### src/rtl/dhcp_snooping_binding_table_defines.svh
// Assertion macros for the binding table RTL.
`ifndef DHCP_SNOOPING_BINDING_TABLE_DEFINES_SVH
`define DHCP_SNOOPING_BINDING_TABLE_DEFINES_SVH

// Same-cycle implication, sampled on clk and disabled during rst.
`define DSBT_ASSERT_IMP(lbl, ante, cons, msg) \
  lbl: assert property (@(posedge clk) disable iff (rst) (ante) |-> (cons)) else $error(msg);

// Next-cycle implication, sampled on clk and disabled during rst.
`define DSBT_ASSERT_NXT(lbl, ante, cons, msg) \
  lbl: assert property (@(posedge clk) disable iff (rst) (ante) |=> (cons)) else $error(msg);

`endif

### src/rtl/dsbt_pkg.sv
`default_nettype none

package dsbt_pkg;

  localparam int TABLE_DEPTH = 64;
  localparam int IDX_W       = $clog2(TABLE_DEPTH);
  localparam int COUNT_W     = 7;

  localparam logic [COUNT_W-1:0] COUNT_MAX = {COUNT_W{1'b1}};

  localparam logic [2:0] KIND_INSERT = 3'd0;
  localparam logic [2:0] KIND_LOOKUP = 3'd1;
  localparam logic [2:0] KIND_DELETE = 3'd2;
  localparam logic [2:0] KIND_CLEAR  = 3'd3;
  localparam logic [2:0] KIND_AGE    = 3'd4;

  localparam logic [1:0] STAT_OK        = 2'd0;
  localparam logic [1:0] STAT_BAD_VLAN  = 2'd1;
  localparam logic [1:0] STAT_FULL      = 2'd2;
  localparam logic [1:0] STAT_NOT_FOUND = 2'd3;

  localparam logic [11:0] VLAN_NONE  = 12'd0;
  localparam logic [11:0] VLAN_LIMIT = 12'd4095;

  typedef struct packed {
    logic [2:0]  kind;
    logic [47:0] mac_addr;
    logic [31:0] ip_addr;
    logic [31:0] lease_secs;
    logic [31:0] expiry_secs;
    logic [11:0] vlan;
    logic [31:0] now_secs;
  } req_t;

  typedef struct packed {
    logic [1:0]         status;
    logic               found;
    logic [47:0]        found_mac;
    logic [31:0]        found_lease;
    logic [31:0]        found_expiry;
    logic [COUNT_W-1:0] removed_count;
  } rsp_t;

  typedef struct packed {
    logic [47:0] mac;
    logic [31:0] ip;
    logic [11:0] vlan;
    logic [31:0] lease;
    logic [31:0] expiry;
    logic [31:0] stamp;
  } entry_t;

  typedef struct packed {
    logic key_hit;
    logic newer;
    logic expired;
  } cmp_t;

endpackage

`default_nettype wire

### src/rtl/dsbt_cmp_unit.sv
`default_nettype none

module dsbt_cmp_unit (
  input  wire dsbt_pkg::entry_t entry,
  input  wire logic [31:0]      key_ip,
  input  wire logic [11:0]      key_vlan,
  input  wire logic [31:0]      now_secs,
  input  wire logic [31:0]      next_stamp,
  input  wire logic [31:0]      best_age,
  output dsbt_pkg::cmp_t        cmp,
  output logic [31:0]           age
);

  // Age counts inserts since this entry, modulo 2^32, so a smaller age is newer.
  assign age         = next_stamp - entry.stamp;
  assign cmp.key_hit = (entry.ip == key_ip) && (entry.vlan == key_vlan);
  assign cmp.newer   = age < best_age;
  assign cmp.expired = entry.expiry <= now_secs;

endmodule

`default_nettype wire

### config.mk
export PLATFORM = sky130hd
export DESIGN_NAME = dsbt_cmp_unit
export DESIGN_NICKNAME = d
export VERILOG_FILES = /design/src/rtl/dhcp_snooping_binding_table_defines.svh /design/src/rtl/dsbt_pkg.sv /design/src/rtl/dsbt_cmp_unit.sv
export SDC_FILE = /design/constraint.sdc
export NUM_CORES = 1
export LEC_CHECK = 0
export BUFFER_PORTS_ARGS = -buffer_cell sky130_fd_sc_hd__buf_2
export CORE_AREA = 2 2 140 142
export DETAILED_ROUTE_END_ITERATION = 10
export DIE_AREA = 0 0 142 144
export SLEW_MARGIN = 30
export SYNTH_ARGS = -nofsm -noshare
export SYNTH_HDL_FRONTEND = slang
export SYNTH_SLANG_ARGS = --single-unit
export TNS_END_PERCENT = 100
### constraint.sdc
create_clock -name vclk -period 5
set_clock_uncertainty 0.1 [all_clocks]
set_input_delay 0.5 -clock vclk [all_inputs]
set_output_delay 0.5 -clock vclk [all_outputs]
set_load 0.01 [all_outputs]
After elaboration in Yosys (flattened, before gate mapping)
Cells that the tools add are included.
Widths: inputs -> output; s select.
{"block": "totals", "ff_bits": 0, "output_inout_bits": 35, "elab_cells": 6}
{"block": "classes", "add_sub_neg": 1, "n_reduce_logical": 1, "n_lt_le_gt_ge": 2, "n_eq_ne": 2}
{"cell": "$eq 32x32->1", "n": 1}
{"cell": "$le 32x32->1", "n": 1}
{"cell": "$lt 32x32->1", "n": 1}
{"cell": "$sub 32x32->32", "n": 1}
{"cell": "$eq 12x12->1", "n": 1}
{"cell": "$logic_and 1x1->1", "n": 1}

Depth between registers and ports, before layout
{"block": "logic_depth", "word_depth": 2, "ltp_mapped": 18, "mapped_depth_nobuf": 18}

Least setup slack after synthesis
No wires, ideal clock.
{"block": "synth_path", "path_type": "in2out", "startpoint": "input port entry[4] (netlist bit)", "endpoint": "output port cmp[1] (netlist bit)", "cell_stages": 17, "path_buffers": 0, "setup_slack_ps": 442, "t_required_ps": 4400, "t_arrival_ps": 3958, "cell_sequence": "inv_1 -> ha_1 -> a21o_1 -> a31oi_2 -> a21oi_2 -> o21ai_2 -> a211oi_2 -> a21o_1 -> a31oi_1 -> ha_1 -> a21o_1 -> a21o_1 -> a21oi_1 -> o211ai_1 -> a211oi_1 -> a21oi_1 -> a2111oi_0"}
{"item": "start: declaration", "line": "dsbt_cmp_unit.sv:4", "text": "input wire dsbt_pkg::entry_t entry,"}
{"item": "end: declaration", "line": "dsbt_cmp_unit.sv:10", "text": "output dsbt_pkg::cmp_t cmp,"}

==> results by group <==
Outcome
  • Status: finished clean

Place
  • DP Wirelength: 14100 um
  • Placed cells: 1106
  • GP Congestion: 0.825
  • DP Area: 5890 um2
  • IO buf count: 283

Route
  • DRT Pass-1 Iters: 4
  • Post-route ant nets: 0
  • Routed WL per cell: 13.7 um
  • Vias per cell: 4.56
  • # DRC: 0
  • DRT iter0 DRCs: 154
  • Vias: a little over 5k
  • Final WL: 15200 um

Logic synthesis
  • Seq/Total Area, Yosys: 0%
  • Number of distinct library cells after synthesis: 64
  • Synth area leaders: ha_1, xor2_1, inv_1, a21o_1, a21oi_1
  • Synth top area share: 28.4%
  • Avg Cell Area, Syn: 7.15 um2
  • Synth Cell Area: 4150 um2
  • Dominant cell type by area after synthesis: ha_1
  • Syn. warnings: 0
  • Synth Net Count: 1003
  • Mapped Cells: 580

Cells and area
  • Num sequential: 0
  • Post-route cell area: 5930 um2
  • Clock buffer count: 0
  • Layout cell share with drive strength beyond 1: ~38%
  • Synth-to-layout area growth: 42.9%
  • # nets final: 1294
  • Non-filler cells, final: roughly 1.1k
  • Register area: 0 um2

Global routing
  • Vias in the first global route: 4720
  • GR Overflow Total: 0
  • Initial antenna violation count: 0
  • Gr usage total: 13.4%
  • Largest net degree at the start of global routing: 9
  • First-pass GRT wire length: about 22000 um

Power and ir drop
  • Worst VDD drop: 0.0000591 V
  • Power density over the cells: between 100 and 150 nW/um2
  • Psw: 397 uW
  • Comb pwr share: 100.0%
  • Leak Pwr: 3.52 nW
  • Clock share of power: 0%
  • Reg power frac: 0%
  • Internal power: 345 uW
  • Sw Ratio: 53.5%

Min path
  • Hold Crit Start: entry[0]
  • Worst Hold Class: in -> out

Setup path
  • Crit start category: input pin
  • Crit path DAT: 4.07 ns
  • Kind of critical path: in -> out
  • CP max FO: 3
  • Worst Setup End Kind: output pin
  • Crit path from: entry[0]
  • Req. time, crit path: 4.40 ns

Floorplanning
  • Die Footprint: 20400 um2
  • Initial Utilization: 21.7%
  • FP Rows: 51
  • DIE HEIGHT: 144 um
  • Die Width: 142 um
  • IO Count: 363
  • Core Footprint: 19100 um2

Timing
  • Final critical-path share of the clock period: 93.5%
  • RSZ-0062 raised after global routing: no
  • Slew Limit Fails: 0
  • Fin crit period: 4.67 ns
  • Least-Margin Pin Slew: 0.506 ns
  • Final setup fails: 0
  • Worst relative slew slack: roughly 66%
  • Final Hold Fails: 0
  • Max Clk Rate: around 0.21 GHz

Clock network
  • Cts hold-fix bufs: 0

Job
  • MaxCap Viol Count: 0
[final cells by class]
cell class,count,area (um2)
multi-input combinational,459,3670
inverter,111,417
tap,238,298
timing repair buffer,299,1540
antenna,1,2.50
fill,2102,13200
[cell families (layout without fill, tap and decap cells)]
family | after synthesis | count (layout) | synth area share, %
compound gates | 171 | 171 | 28.4
xor+xnor | 66 | 66 | 13.9
fa+ha+maj | 95 | 95 | 28.8
buf+inv | 121 | 410 | 12.1
other cells | 0 | 1 | 0
simple gates | 127 | 127 | 16.7
[path summary, 6_finish.rpt]
path	endpoint	slack, ns	depth (start not counted)
worst max-delay path	cmp[1]	0.33	19
worst min-delay path	age[0]	1.28	4
[stage by stage]
step	utilization, %	worst slack, ns	setup TNS, ns	hold slack (ns)	power [mW]
final	31.1	0.326	0	1.28	0.742
after global routing	31.1	0.0234	0	1.31	0.838
after CTS	30.9	0.0473	0	1.28	0.743
after detailed placement	30.9	-0.0335	-0.0335	1.28	0.735
after global placement	30.9	0.0259	0	1.28	0.728
after floorplan	-	0.442	0	1.08	0.447
[power groups by stage]
stage               registers [mW]  logic [mW]  clock network, mW
finish                           0       0.742       0.0000000269
global route                     0       0.838                  0
CTS                              0       0.743                  0
detailed placement               0       0.735                  0
global placement                 0       0.728                  0
floorplan                        0       0.447                  0
[cell usage after synthesis, types with 3 or more instances]
master,n
inv_1,111
ha_1,94
xor2_1,49
a21oi_1,46
a21o_1,35
nand2_1,28
nand4_1,24
nor2_1,24
o21ai_0,24
xnor2_1,17
nor4_1,12
nand3_1,8
o21a_1,8
a21boi_0,5
a31oi_1,5
o211ai_1,5
a21o_2,4
and3_1,4
nor2b_1,4
a2111oi_0,3
a221o_1,3
and2_1,3
and3_2,3
buf_4,3
nor3_1,3
o21ai_1,3
o21bai_1,3
[layout by cell type, fill, tap and decap left out, types with 8 or more instances in the layout]
master / instances
a21o_1: 35
a21oi_1: 43
buf_2: 283
buf_4: 16
ha_1: 94
inv_1: 111
nand2_1: 28
nand3_1: 8
nand4_1: 24
nor2_1: 24
nor4_1: 12
o21a_1: 8
o21ai_0: 23
xnor2_1: 17
xor2_1: 49
[worst max-delay path, cell delays in order]
cell       delay (ns)
buf_2            0.10
ha_1             0.22
fa_1             0.41
inv_1            0.09
a21oi_2          0.06
o21ai_1          0.24
a211oi_2         0.15
o211ai_1         0.31
nand2_1          0.12
a21boi_0         0.16
buf_4            0.16
ha_1             0.30
a21o_1           0.17
a21oi_1          0.16
o211ai_1         0.18
a211oi_2         0.21
a21oi_2          0.11
a2111oi_2        0.22
buf_2            0.19
[what timing repair did]
item / CTS / global route
buffers inserted: 1 / 0
pin swaps: 2 / 2
cloned: 0 / 0
endpoints found under the setup margin: 1 / 1
resized for setup: 2 / 6
[per-layer routing]
| metal | wire [um] | global-route usage (%) | vias up |
|---|---|---|---|
| li1 | - | - | 2642 |
| met1 | 6940 | 17.8 | 2243 |
| met5 | 0 | 0 | - |
| met3 | 686 | 0.861 | 12 |
| met2 | 7400 | 24.5 | 159 |
| met4 | 159 | 1.53 | 0 |
No activity file was read; power rests on OpenSTA's default activity.
